### config.mk
export PLATFORM = sky130hd
export DESIGN_NAME = stat_record_parser_core
export DESIGN_NICKNAME = d
export VERILOG_FILES = /design/src/design/srp_pkg.sv /design/src/design/srp_parse.sv /design/src/design/srp_outq.sv /design/src/design/stat_record_parser_core.sv
export VERILOG_INCLUDE_DIRS = /design/src /design/src/design
export SDC_FILE = /design/constraint.sdc
export NUM_CORES = 1
export LEC_CHECK = 0
export ABC_AREA = 1
export BUFFER_PORTS_ARGS = -buffer_cell sky130_fd_sc_hd__clkbuf_2
export CAP_MARGIN = 5
export CELL_PAD_IN_SITES_DETAIL_PLACEMENT = 1
export CELL_PAD_IN_SITES_GLOBAL_PLACEMENT = 1
export CORE_ASPECT_RATIO = 1.5
export CORE_MARGIN = 5
export CORE_UTILIZATION = 40
export DETAILED_ROUTE_END_ITERATION = 8
export PLACE_DENSITY_LB_ADDON = 0.1
export SLEW_MARGIN = 20
export SYNTH_ARGS = -nofsm -noshare
export SYNTH_HDL_FRONTEND = slang
export SYNTH_SLANG_ARGS = --single-unit
### constraint.sdc
create_clock -name clk -period 21.4 [get_ports clk]
set_input_delay 4.28 -clock clk [delete_from_list [all_inputs] [get_ports clk]]
set_output_delay 4.28 -clock clk [all_outputs]
set_load 0.05 [all_outputs]
### src/design/stat_record_parser_core_assert.svh
// Assertion macros shared by the stat record parser modules.
// Depends on nothing; the including module provides clk and rst_n.
`ifndef STAT_RECORD_PARSER_CORE_ASSERT_SVH
`define STAT_RECORD_PARSER_CORE_ASSERT_SVH

`ifndef NO_ASSERTIONS
// Checked only while out of reset.
`define SRP_ASSERT(lbl, prop, msg) \
  lbl: assert property (@(posedge clk) disable iff (!rst_n) (prop)) else $error(msg);
// Checked at every edge, reset included.
`define SRP_ASSERT_ALWAYS(lbl, prop, msg) \
  lbl: assert property (@(posedge clk) (prop)) else $error(msg);
`else
`define SRP_ASSERT(lbl, prop, msg)
`define SRP_ASSERT_ALWAYS(lbl, prop, msg)
`endif

`endif

### src/design/srp_pkg.sv
// Types, constants and tables for the stat record parser.
// Used by srp_parse, srp_outq and stat_record_parser_core.
package srp_pkg;

  localparam int unsigned POS_W  = 17;
  localparam int unsigned VAL_W  = 64;
  localparam int unsigned SLOTS  = 3;

  localparam logic [4:0] PH_SIZE = 5'd0;
  localparam logic [4:0] PH_STR0 = 5'd10;
  localparam logic [4:0] PH_DONE = 5'd22;

  localparam logic [POS_W-1:0] FIX_LEN = 17'd49;
  localparam logic [POS_W-1:0] POS_MAX = 17'd131071;

  // configuration register indexes
  localparam logic CFG_STRICT = 1'b0;
  localparam logic CFG_COPY   = 1'b1;

  typedef enum logic [1:0] {
    KIND_FIXED  = 2'd0,
    KIND_SBYTE  = 2'd1,
    KIND_SEND   = 2'd2,
    KIND_STATUS = 2'd3
  } kind_t;

  typedef enum logic [1:0] {
    ST_OK       = 2'd0,
    ST_TRUNC    = 2'd1,
    ST_SIZE_ERR = 2'd2,
    ST_TRAILING = 2'd3
  } status_t;

  // one result word
  typedef struct packed {
    kind_t             kind;
    logic [3:0]        idx;
    logic [VAL_W-1:0]  val;
    status_t           status;
    logic [POS_W-1:0]  consumed;
    logic              last;
  } res_t;

  // results caused by one input byte
  typedef struct packed {
    res_t [SLOTS-1:0] slot;
    logic [1:0]       cnt;
  } bundle_t;

  // byte offset where each fixed field starts
  function automatic logic [5:0] fld_start(input logic [3:0] f);
    logic [5:0] s;
    case (f)
      4'd0:    s = 6'd2;
      4'd1:    s = 6'd4;
      4'd2:    s = 6'd8;
      4'd3:    s = 6'd9;
      4'd4:    s = 6'd13;
      4'd5:    s = 6'd21;
      4'd6:    s = 6'd25;
      4'd7:    s = 6'd29;
      default: s = 6'd33;
    endcase
    return s;
  endfunction

  // byte length of each fixed field
  function automatic logic [3:0] fld_len(input logic [3:0] f);
    logic [3:0] l;
    case (f)
      4'd0:    l = 4'd2;
      4'd2:    l = 4'd1;
      4'd4:    l = 4'd8;
      4'd8:    l = 4'd8;
      default: l = 4'd4;
    endcase
    return l;
  endfunction

endpackage

### src/design/srp_parse.sv
// Parser state and per-byte decode for the stat record parser.
// Depends on srp_pkg; hands a bundle of up to three results to srp_outq.
`include "stat_record_parser_core_assert.svh"

module srp_parse
  import srp_pkg::*;
(
  input  logic          clk,
  input  logic          rst_n,
  input  logic          fire,
  input  logic [7:0]    data_byte,
  input  logic          end_of_buffer,
  input  logic          strict_check,
  input  logic          copy_strings,
  output bundle_t       bundle
);

  logic [POS_W-1:0] pos_r, pos_nxt;
  logic [VAL_W-1:0] acc_r, acc_nxt;
  logic [4:0]       phase_r, phase_nxt;
  logic [15:0]      srem_r, srem_nxt;
  logic [15:0]      dsize_r, dsize_nxt;
  logic             cmp_r, cmp_nxt;
  logic [POS_W-1:0] endp_r, endp_nxt;

  logic [3:0]       f;
  logic [2:0]       sh;
  logic [VAL_W-1:0] acc_or;
  logic [4:0]       rel;
  logic [7:0]       kmul;
  logic [1:0]       k;
  logic [1:0]       sub;
  logic [4:0]       phase_next_str;
  logic [15:0]      srem_hi;
  logic [15:0]      srem_dec;
  logic [3:0]       str_idx;
  logic [POS_W-1:0] size_plus2;
  status_t          st;
  res_t [SLOTS-1:0] cand;
  logic [SLOTS-1:0] cand_v;
  res_t [SLOTS-1:0] slots;
  logic [1:0]       n;

  // field and string bookkeeping
  always_comb begin
    f       = phase_r[3:0] - 4'd1;
    sh      = 3'(pos_r - {11'd0, fld_start(f)});
    acc_or  = acc_r | ({{(VAL_W-8){1'b0}}, data_byte} << {sh, 3'b000});
    rel     = phase_r - PH_STR0;
    // rel / 3 for rel below 12
    kmul    = {3'b000, rel} * 8'd11;
    k       = kmul[6:5];
    sub     = 2'(rel - {2'b00, k, 1'b0} - {3'b000, k});
    phase_next_str = phase_r + 5'd3 - {3'b000, sub};
    srem_hi  = srem_r | {data_byte, 8'h00};
    srem_dec = srem_r - 16'd1;
    str_idx  = 4'd9 + {2'b00, k};
  end

  // next state and candidate results
  always_comb begin
    pos_nxt   = pos_r;
    acc_nxt   = acc_r;
    phase_nxt = phase_r;
    srem_nxt  = srem_r;
    dsize_nxt = dsize_r;
    cmp_nxt   = cmp_r;
    endp_nxt  = endp_r;
    cand      = '0;
    cand_v    = '0;
    st        = ST_OK;

    if (phase_r == PH_SIZE) begin
      if (pos_r == '0) begin
        dsize_nxt = {8'h00, data_byte};
      end else begin
        dsize_nxt = dsize_r | {data_byte, 8'h00};
        phase_nxt = 5'd1;
        acc_nxt   = '0;
      end
    end else if (phase_r <= 5'd9) begin
      acc_nxt = acc_or;
      if ({1'b0, sh} + 4'd1 >= fld_len(f)) begin
        cand_v[0]   = 1'b1;
        cand[0].kind = KIND_FIXED;
        cand[0].idx  = f;
        cand[0].val  = acc_or;
        acc_nxt     = '0;
        phase_nxt   = phase_r + 5'd1;
      end
    end else if (phase_r < PH_DONE) begin
      case (sub)
        2'd0: begin
          srem_nxt  = {8'h00, data_byte};
          phase_nxt = phase_r + 5'd1;
        end
        2'd1: begin
          srem_nxt = srem_hi;
          if (srem_hi == '0) begin
            cand_v[1]    = copy_strings;
            phase_nxt    = phase_next_str;
            cmp_nxt      = (phase_next_str == PH_DONE);
          end else begin
            phase_nxt = phase_r + 5'd1;
          end
        end
        default: begin
          cand_v[0]    = copy_strings;
          cand[0].kind = KIND_SBYTE;
          cand[0].idx  = str_idx;
          cand[0].val  = {{(VAL_W-8){1'b0}}, data_byte};
          srem_nxt     = srem_dec;
          if (srem_dec == '0) begin
            cand_v[1] = copy_strings;
            phase_nxt = phase_next_str;
            cmp_nxt   = (phase_next_str == PH_DONE);
          end
        end
      endcase
      cand[1].kind = KIND_SEND;
      cand[1].idx  = str_idx;
    end else begin
      phase_nxt = PH_DONE;
    end

    pos_nxt = (pos_r < POS_MAX) ? pos_r + 17'd1 : POS_MAX;
    if (cmp_nxt && !cmp_r) begin
      endp_nxt = pos_nxt;
    end

    // record status on the last buffer byte
    size_plus2 = {1'b0, dsize_nxt} + 17'd2;
    if (strict_check) begin
      if (pos_nxt < FIX_LEN)          st = ST_TRUNC;
      else if (pos_nxt != size_plus2) st = ST_SIZE_ERR;
      else if (!cmp_nxt)              st = ST_TRUNC;
      else if (endp_nxt != pos_nxt)   st = ST_TRAILING;
      else                            st = ST_OK;
    end else begin
      st = cmp_nxt ? ST_OK : ST_TRUNC;
    end
    cand_v[2]        = end_of_buffer;
    cand[2].kind     = KIND_STATUS;
    cand[2].status   = st;
    cand[2].consumed = (st == ST_OK) ? endp_nxt : '0;

    // back to reset state after the status
    if (end_of_buffer) begin
      pos_nxt   = '0;
      acc_nxt   = '0;
      phase_nxt = PH_SIZE;
      srem_nxt  = '0;
      dsize_nxt = '0;
      cmp_nxt   = 1'b0;
      endp_nxt  = '0;
    end
  end

  // pack valid candidates in order, flag the final one
  always_comb begin
    slots = '0;
    n     = 2'd0;
    for (int i = 0; i < SLOTS; i++) begin
      if (cand_v[i]) begin
        slots[n] = cand[i];
        n        = n + 2'd1;
      end
    end
    if (n != 2'd0) begin
      slots[n - 2'd1].last = 1'b1;
    end
    bundle.slot = slots;
    bundle.cnt  = n;
  end

  // parser state
  always_ff @(posedge clk) begin
    if (!rst_n) begin
      pos_r   <= '0;
      acc_r   <= '0;
      phase_r <= PH_SIZE;
      srem_r  <= '0;
      dsize_r <= '0;
      cmp_r   <= 1'b0;
      endp_r  <= '0;
    end else if (fire) begin
      pos_r   <= pos_nxt;
      acc_r   <= acc_nxt;
      phase_r <= phase_nxt;
      srem_r  <= srem_nxt;
      dsize_r <= dsize_nxt;
      cmp_r   <= cmp_nxt;
      endp_r  <= endp_nxt;
    end
  end

  `SRP_ASSERT(a_phase_range, phase_r <= PH_DONE, "parse phase out of range")
  `SRP_ASSERT(a_complete_done, cmp_r |-> phase_r == PH_DONE, "complete outside done phase")
  `SRP_ASSERT(a_start_in_size, pos_r == '0 |-> phase_r == PH_SIZE, "record start not in size phase")

endmodule

### src/design/srp_outq.sv
// Result register bank for the stat record parser: holds one byte's results
// and hands them out one word per cycle while res_ready is high. Depends on srp_pkg.
`include "stat_record_parser_core_assert.svh"

module srp_outq
  import srp_pkg::*;
(
  input  logic    clk,
  input  logic    rst_n,
  input  logic    fire,
  input  bundle_t bundle,
  output logic    load_ready,
  output logic    res_valid,
  input  logic    res_ready,
  output res_t    res
);

  res_t [SLOTS-1:0] slot_r;
  logic [1:0]       cnt_r;
  logic             take;

  assign take       = res_valid && res_ready;
  // accept a new byte once the bank drains this cycle
  assign load_ready = (cnt_r == 2'd0) || (cnt_r == 2'd1 && res_ready);
  assign res_valid  = (cnt_r != 2'd0);
  assign res        = slot_r[0];

  always_ff @(posedge clk) begin
    if (!rst_n) begin
      cnt_r <= 2'd0;
    end else if (fire) begin
      cnt_r <= bundle.cnt;
    end else if (take) begin
      cnt_r <= cnt_r - 2'd1;
    end
  end

  // payload shifts toward slot 0
  always_ff @(posedge clk) begin
    if (fire) begin
      slot_r <= bundle.slot;
    end else if (take) begin
      slot_r[0] <= slot_r[1];
      slot_r[1] <= slot_r[2];
    end
  end

  `SRP_ASSERT(a_more_follow, res_valid && !res.last |-> cnt_r >= 2'd2, "missing follow-up word")
  `SRP_ASSERT(a_load_shows, fire && bundle.cnt != 2'd0 |=> res_valid, "loaded results not shown")
  `SRP_ASSERT(a_status_last, res_valid && res.kind == KIND_STATUS |-> res.last, "status not last")
  `SRP_ASSERT_ALWAYS(a_load_ok, fire |-> load_ready, "load into busy bank")

endmodule

### src/design/stat_record_parser_core.sv
// Stat record parser top level: stream ports, configuration registers.
// Throughput: one byte per cycle while out_tready is high and each byte gives at most
// one result; a byte with more results holds in_tready low until only its last word is left.
// The first result word is on out_* in the cycle after the byte is taken.
// Reset (rst_n low, synchronous) returns the parser to the record start,
// empties the result bank and sets strict_check 0, copy_strings 1.
module stat_record_parser_core
  import srp_pkg::*;
(
  input  logic        clk,
  input  logic        rst_n,
  input  logic        in_tvalid,
  output logic        in_tready,
  input  logic [7:0]  in_tdata,   // [7:0] data_byte
  input  logic        in_tlast,   // end_of_buffer
  output logic        out_tvalid,
  input  logic        out_tready,
  output logic [87:0] out_tdata,  // [3:0] field_index, [67:4] field_value,
                                  // [69:68] status_code, [86:70] consumed_length
  output logic [1:0]  out_tuser,  // [1:0] result_kind
  output logic        out_tlast,  // last_of_item
  input  logic        cfg_we,
  input  logic        cfg_index,
  input  logic        cfg_wdata
);

  logic    strict_r;
  logic    copy_r;
  logic    fire;
  bundle_t bundle;
  res_t    res;

  // configuration registers
  always_ff @(posedge clk) begin
    if (!rst_n) begin
      strict_r <= 1'b0;
      copy_r   <= 1'b1;
    end else if (cfg_we) begin
      if (cfg_index == CFG_STRICT) strict_r <= cfg_wdata;
      if (cfg_index == CFG_COPY)   copy_r   <= cfg_wdata;
    end
  end

  assign fire = in_tvalid && in_tready;

  srp_parse u_parse (
    .clk           (clk),
    .rst_n         (rst_n),
    .fire          (fire),
    .data_byte     (in_tdata),
    .end_of_buffer (in_tlast),
    .strict_check  (strict_r),
    .copy_strings  (copy_r),
    .bundle        (bundle)
  );

  srp_outq u_outq (
    .clk        (clk),
    .rst_n      (rst_n),
    .fire       (fire),
    .bundle     (bundle),
    .load_ready (in_tready),
    .res_valid  (out_tvalid),
    .res_ready  (out_tready),
    .res        (res)
  );

  // result word packing
  assign out_tdata = {1'b0, res.consumed, res.status, res.val, res.idx};
  assign out_tuser = res.kind;
  assign out_tlast = res.last;

endmodule

==> reports/metrics.csv, run 1 <==
metric,value,unit
status,"finished, final reports clean",
CP Class,primary input to output pin,
hold crit path type,register to register,
vias in the first global route,14400,
area grow syn2layout,6.80,%
synth warn,0,
CTS resizes,0,
Worst Clk Skew,17.1,ps
Slew headroom,0.304,
Clock Latency Late Sink,590,ps
Mapped Nets,2171,
DRT Pass-1 Iters,4,
fmax,0.110,GHz
Die ar.,45200,um2
post-route cell area,17500,um2
# port buffers,107,
final-report max-slew violation count,0,
Routed wire per std cell,18.5,um
post-synthesis adder-cell area fraction,0.0365,
distinct cell type count after synthesis,64,
initial antenna violation count,0,
mux contribution to synthesized area,0,
CP Max Fanout,2,
CP Capture Type,output pin,
Final period util,0.425,
Inserted Diodes,0,
Die X,175,um
postcts setup bufs,0,
worst stage delay on the critical path,300,ps
RSZ-0062 raised after global routing,no,
total wire length,48200,um
CP Data Arrival Time,4820,ps
Max-cap violations,0,
synthesized area per cell,7.78,um2
Setup TNS Final,0,ps
CTS sink cnt,277,
drt via density,5.20,
"Seq/Total Area, Yosys",0.422,
Synth Area in Simple Gates,0.252,
first-pass GRT wire length,77400,um
Root Buffer,clkbuf_16,
placed inst area,16600,um2
post-synthesis compound-gate area fraction,0.115,
H-tree lvl count,1,
CTS tree,built,
Final Hold Viols,0,
via count,13600,
Worst EP required,17120,ps
share of cells above drive strength 1,0.126,
nets@finish,2137,
gpl congestion,0.884,
clk slew on worst S/H paths,70,ps
Syn Std Cell Area,16400,um2
"flops & latches, synth",277,
XOR/XNOR share of the synthesized area,0.0285,
"Cell Chain, Critical Path","clkbuf_2, nand2_1, nand2_1, clkbuf_2",
post-synthesis instance total,2109,
num ports,109,
TritonCTS buffer count,30,
DPL Wire Length,34200,um
GRT Overall Usage,0.211,
Tightest Pin Transition,1030,ps
main combinational cell family by area after synthesis,simple AND/OR/NAND/NOR gates,
initial DRC count,586,
global route overflow,0,
hold buffer count at CTS,0,
Critical Path Start Type,primary input,
core area,40900,um2
Initial Util,0.401,
Worst path slowest cell,clkbuf_2,
die span in y,258,um
Remaining DRCs,0,
largest net degree at the start of global routing,68,
worst-case clock buffer depth,3,
crit path time final,9100,ps
FILL cells,4987,
Site Rows,91,
final setup fails,0,
post-route ant nets,0,
-- synth_stat cells (all sizes together) --
cell type | number | area, um2
nand2 | 428 | 1670
inv | 320 | 1210
nor2 | 186 | 776
o21ai | 169 | 865
dfxtp | 140 | 2800
edfxtp | 137 | 4110
buf | 123 | 931
nand3 | 114 | 668
a21oi | 108 | 541
clkbuf | 59 | 221
nand4 | 50 | 340
ha | 43 | 538
nor3 | 41 | 215
xor2 | 40 | 350
nor3b | 32 | 240
o22ai | 26 | 163
nand3b | 17 | 140
a31oi | 13 | 87.6
xnor2 | 10 | 95.1
o211ai | 6 | 45.0
o21bai | 6 | 45.0
nor4 | 5 | 37.5
or2 | 5 | 31.3
a211oi | 4 | 30.0
clkinv | 4 | 15.0
a221oi | 3 | 26.3
dlygate4sd1 | 3 | 26.3
fa | 3 | 60.1
o221ai | 3 | 26.3
o2111ai | 2 | 17.5
o32ai | 2 | 17.5
a21o | 1 | 7.51
a41oi | 1 | 8.76
and2 | 1 | 6.26
and3 | 1 | 6.26
conb | 1 | 3.75
o41ai | 1 | 8.76
xnor3 | 1 | 22.5
-- final cells by class --
| cell class | count | area, um2 | share of cell area |
|---|---|---|---|
| Sequential cell | 277 | 6920 | 0.395 |
| Multi-Input combinational cell | 1323 | 7150 | 0.408 |
| Timing Repair Buffer | 119 | 626 | 0.0357 |
| Clock buffer | 43 | 840 | 0.0479 |
| Clock inverter | 13 | 128 | 0.00728 |
| Inverter | 324 | 1220 | 0.0698 |
| Tap cell | 511 | 639 | 0.0365 |
-- placed cells by master, fill, tap and decap left out, types with 5 or more instances in the layout --
cell,instances
a31oi_1,12
nor2_2,24
xor2_1,39
nor3_1,39
clkbuf_1,9
nor3b_1,32
o22ai_1,26
inv_2,19
clkinv_1,6
nand2_1,411
o21bai_1,6
o211ai_1,6
ha_1,43
clkbuf_2,107
clkbuf_16,30
buf_4,12
edfxtp_1,137
a21oi_1,107
nand3_1,96
nand2_4,5
nand4_1,47
inv_1,299
o21ai_0,152
nand2_2,11
nand3b_1,16
dfxtp_1,140
o21ai_1,14
xnor2_1,9
nor2_1,158
nand3_2,17
-- flip-flops by register name, summed over array words and instances, names as in the netlist, 2 cells and up --
register	flops
u_parse.srem_r	16
u_outq.cnt_r	2
u_parse.endp_r	17
u_parse.acc_r	64
u_outq.res	90
u_parse.pos_r	17
u_outq.slot_r	47
u_parse.dsize_r	16
u_parse.phase_r	5
-- worst max-delay path, delay by kind of cell --
family        cells  cell delay (ps)
simple gates      2              160
buf+inv           2              390
-- kinds of logic after synthesis --
family	after synthesis
fa+ha+maj	46
xor+xnor	51
compound gates	345
flops	277
buf+inv	509
other cells	1
simple gates	880
-- final timing paths --
check                                                 startpoint                                to  slack [ps]  cells after the start
worst max register to register   u_parse.phase_r[1]$_SDFFE_PN0P_          u_outq.res[19]$_DFFE_PP_       12510                     42
worst min register to register  u_parse.dsize_r[12]$_SDFFE_PN0P_  u_parse.dsize_r[12]$_SDFFE_PN0P_         460                      2
worst min-delay path            u_parse.dsize_r[12]$_SDFFE_PN0P_  u_parse.dsize_r[12]$_SDFFE_PN0P_         460                      2
worst max-delay path                                  out_tready                         in_tready       12300                      4
-- stage by stage --
step | cells | util | setup WS, ps | hold slack [ps]
5_1_grt | 2610 | 0.429 | 11660 | 481
3_5_place_dp | 2554 | 0.405 | 12290 | 454
3_3_place_gp | 2554 | 0.405 | 12280 | 448
4_1_cts | 2610 | 0.429 | 12290 | 464
6_report | 2610 | 0.429 | 12300 | 462
2_1_floorplan | 2109 | - | 12450 | 442
-- routing by layer --
metal  global-route usage  wire (um)
met1                0.230      18700
met2                0.416      26200
met3               0.0187       1260
met4               0.0812       1970
met5                    0          0
Power of run 1 is left out: the tool's default activity adds up to more than one toggle a clock period on the data nets, which glitch-free logic cannot reach.
==> run 2, diff against run 1 <==
ABC_AREA = 0   (was 1)
clock period = 7.4 ns   (was 21.4 ns; I/O delays follow)
==> reports/metrics.csv, run 2 <==
metric,value,unit,change
status,"finished, final reports clean",,
gpl congestion,0.873,,-1.3%
RSZ-0062 raised after global routing,no,,
Die X,170,um,-2.9%
CTS tree,built,,
worst stage delay on the critical path,480,ps,+180 ps
Worst path slowest cell,fa_1,,
pre-CTS WS,143,ps,"-12,150 ps"
distinct cell type count after synthesis,90,,+41%
drt via density,5.86,,+13%
Root Buffer,clkbuf_16,,
initial antenna violation count,0,,unchanged
vias in the first global route,13300,,-7.8%
Flop pwr share,0.413,,
peak supply drop,0.000175,V,
max reg flops,90,,unchanged
CP Max Fanout,11,,+9
CP Class,register to register,,
worst-case clock buffer depth,3,,unchanged
Die ar.,42700,um2,-5.7%
final-report max-slew violation count,0,,unchanged
Final period util,0.942,,
Synth Area in Simple Gates,0.180,,-0.0718
post-synthesis instance total,1645,,-22%
Initial Util,0.402,,+0.00104
die span in y,250,um,-2.9%
Synth area leaders,"edfxtp_1, dfxtp_1, nor2_1",,
Site Rows,88,,-3.3%
Max-cap violations,0,,unchanged
Routed wire per std cell,23.3,um,+26%
FILL cells,4435,,-11%
Worst Slack Setup Final,426,ps,"-11,870 ps"
cell taking the most area after synthesis,edfxtp_1,,
commonest cells in the netlist,"nor2_1, dfxtp_1, edfxtp_1, a22oi_1, a21oi_1",,
clk slew on worst S/H paths,60,ps,about the same
CP Capture Type,register,,
crit path time final,6970,ps,
HP Start,u_parse.acc_r[15]$_SDFFE_PN0P_,,
PwrDens,272,nW/um2,
share of cells above drive strength 1,0.150,,+0.0235
Clock Latency Late Sink,590,ps,about the same
Remaining DRCs,0,,unchanged
multi-input logic area,7210,um2,+0.82%
Final Hold Viols,0,,unchanged
"count leader, synth",nor2_1,,
Hold Path End,u_parse.acc_r[15]$_SDFFE_PN0P_,,
Setup TNS Final,0,ps,unchanged
initial DRC count,668,,+14%
TritonCTS buffer count,29,,-3.3%
total wire length,49800,um,+3.3%
# port buffers,107,,unchanged
Pleak,6.14,nW,
core area,38300,um2,-6.3%
Syn Std Cell Area,15400,um2,-6.0%
XOR/XNOR share of the synthesized area,0.0399,,+0.0114
Tightest Pin Transition,995,ps,-37.8 ps
Net Sw Power,1.65,mW,
Sw Ratio,0.361,,
Mapped Nets,1707,,-21%
placed inst area,15700,um2,-4.9%
synth warn,0,,unchanged
hold buffer count at CTS,0,,unchanged
"most common cell after layout, fill and taps aside",nor2_1,,
Worst EP required,7730,ps,-9390 ps
register area,6920,um2,about the same
Post-synth ARST share,0,,unchanged
DRT Pass-1 Iters,7,,+3
DPL Wire Length,34300,um,+0.22%
Worst Clk Skew,20.6,ps,+3.50 ps
nets@finish,1682,,-21%
final setup fails,0,,unchanged
mux contribution to synthesized area,0.0218,,+0.0218
GRT Overall Usage,0.227,,+0.0158
CP Data Arrival Time,7300,ps,+2480 ps
Critical R2R Capture,u_outq.res[10]$_DFFE_PP_,,
first-pass GRT wire length,76900,um,-0.65%
Internal Power,2.91,mW,
CTS sink cnt,277,,unchanged
post-route ant nets,0,,unchanged
post-synthesis compound-gate area fraction,0.182,,+0.0673
Top Family by Delay on Critical Path,adder cells,,
r2r worst-path depth,34,,-19%
Post-synth EDFFs,137,,unchanged
hold crit path type,register to register,,
Critical Path Start Type,register,,
Main synth FF type,dfxtp_1,,
area grow syn2layout,8.72,%,
Inserted Diodes,0,,unchanged
fmax,0.143,GHz,
"Seq/Total Area, Yosys",0.449,,+0.0270
main combinational cell family by area after synthesis,compound AO/OA/AOI/OAI gates,,
post-route cell area,16800,um2,-4.3%
Crit Reg-Reg Startpoint,u_parse.phase_r[1]$_SDFFE_PN0P_,,
Comb power frac,0.268,,
post-synth top area share,0.267,,+0.0161
post-synthesis adder-cell area fraction,0.0388,,+0.00233
H-tree lvl count,1,,unchanged
synthesized area per cell,9.37,um2,+20%
most frequent CP cell,ha_1,,
"setup slack, reg-to-reg",430,ps,"-12,080 ps"
clock share of power,0.319,,
global route overflow,0,,unchanged
hold depth,2,,unchanged
"flops & latches, synth",277,,unchanged
CP bufs+invs,10,,+8
num ports,109,,unchanged
largest net degree at the start of global routing,85,,+25%
Slew headroom,0.334,,+0.0300
"commonest non-fill, non-tap cells in the layout","nor2_1, dfxtp_1, edfxtp_1",,
via count,12500,,-7.6%
run 2: cell count changes in the layout (fill, tap and decap cells not counted), sizes merged, moves of 23 or more:
cell / delta
nand2: -358
inv: -276
a22oi: +126
o21ai: -117
nand3: -76
nor2: +73
a32o: +36
xnor2: +35
and3: +31
buf: +31
mux2i: +28
nand4: -27
nor3b: -23
run 2: layer usage:
layer  share of wire  track usage  wire, um
met2            0.52        0.419     26100
met5               0            0         0
met4           0.049       0.0973      2450
met1            0.39        0.259     19500
met3           0.034       0.0289      1690
run 2: worst reg2reg max path, delay by kind of cell, from the launching register on:
kind | cells | cell delay [ps]
AO/OA/AOI/OAI | 3 | 670
XOR/XNOR | 4 | 770
adder cells (fa/ha/maj) | 9 | 2720
buffers and inverters | 10 | 930
flip-flops | 1 | 420
multiplexers | 1 | 250
AND/OR/NAND/NOR | 7 | 970
run 2: final cells by class:
cell class              count  area share
repair buffers            151      0.0542
clock inverters            14     0.00575
clock buffers              40      0.0503
well taps                 495      0.0369
multi-input cells        1117       0.430
inverters                  44      0.0101
flip-flops and latches    277       0.413
run 2: timing repair:
item                                    4_1_cts  5_1_grt
buffers inserted                              0        2
gates resized for setup                       0        8
endpoints found under the setup margin        0       72
run 2: how the worst max path moves through the flow:
stage | start | to | cells after the start
6_report | u_parse.phase_r[1]$_SDFFE_PN0P_ | u_outq.res[10]$_DFFE_PP_ | 34
5_1_grt | u_parse.phase_r[1]$_SDFFE_PN0P_ | u_outq.res[13]$_DFFE_PP_ | 32
4_1_cts | u_parse.phase_r[1]$_SDFFE_PN0P_ | u_outq.slot_r[103]$_DFFE_PP_ | 31
3_5_place_dp | u_parse.phase_r[1]$_SDFFE_PN0P_ | u_outq.slot_r[103]$_DFFE_PP_ | 31
3_3_place_gp | u_parse.phase_r[1]$_SDFFE_PN0P_ | u_outq.res[13]$_DFFE_PP_ | 31
2_1_floorplan | u_parse.phase_r[1]$_SDFFE_PN0P_ | u_outq.res[3]$_DFFE_PP_ | 32
run 2: stage by stage:
stage          cells  power [mW]  utilization  hold WS (ps)
2_1_floorplan   1645        2.92            -           436
3_3_place_gp    2081        3.13        0.411           445
3_5_place_dp    2081        3.15        0.411           469
4_1_cts         2135        4.62        0.435           480
5_1_grt         2138        4.77        0.437           505
6_report        2138        4.56        0.437           471
run 2: logic make-up (layout without fill, tap and decap cells):
group | after synthesis | in the layout
mux | 33 | 33
buf+inv | 251 | 249
simple gates | 562 | 562
fa+ha+maj | 46 | 46
other cells | 1 | 1
compound gates | 408 | 408
xor+xnor | 67 | 67
flops | 277 | 277
run 2: power groups by stage:
stage | clock network, mW | logic (mW) | registers, mW
finish | 1.45 | 1.22 | 1.88
global route | 1.56 | 1.31 | 1.90
CTS | 1.50 | 1.23 | 1.89
detailed placement | 0 | 1.23 | 1.92
global placement | 0 | 1.22 | 1.91
floorplan | 0 | 1.01 | 1.91
Note: power is estimated with default switching activity, not from simulation.
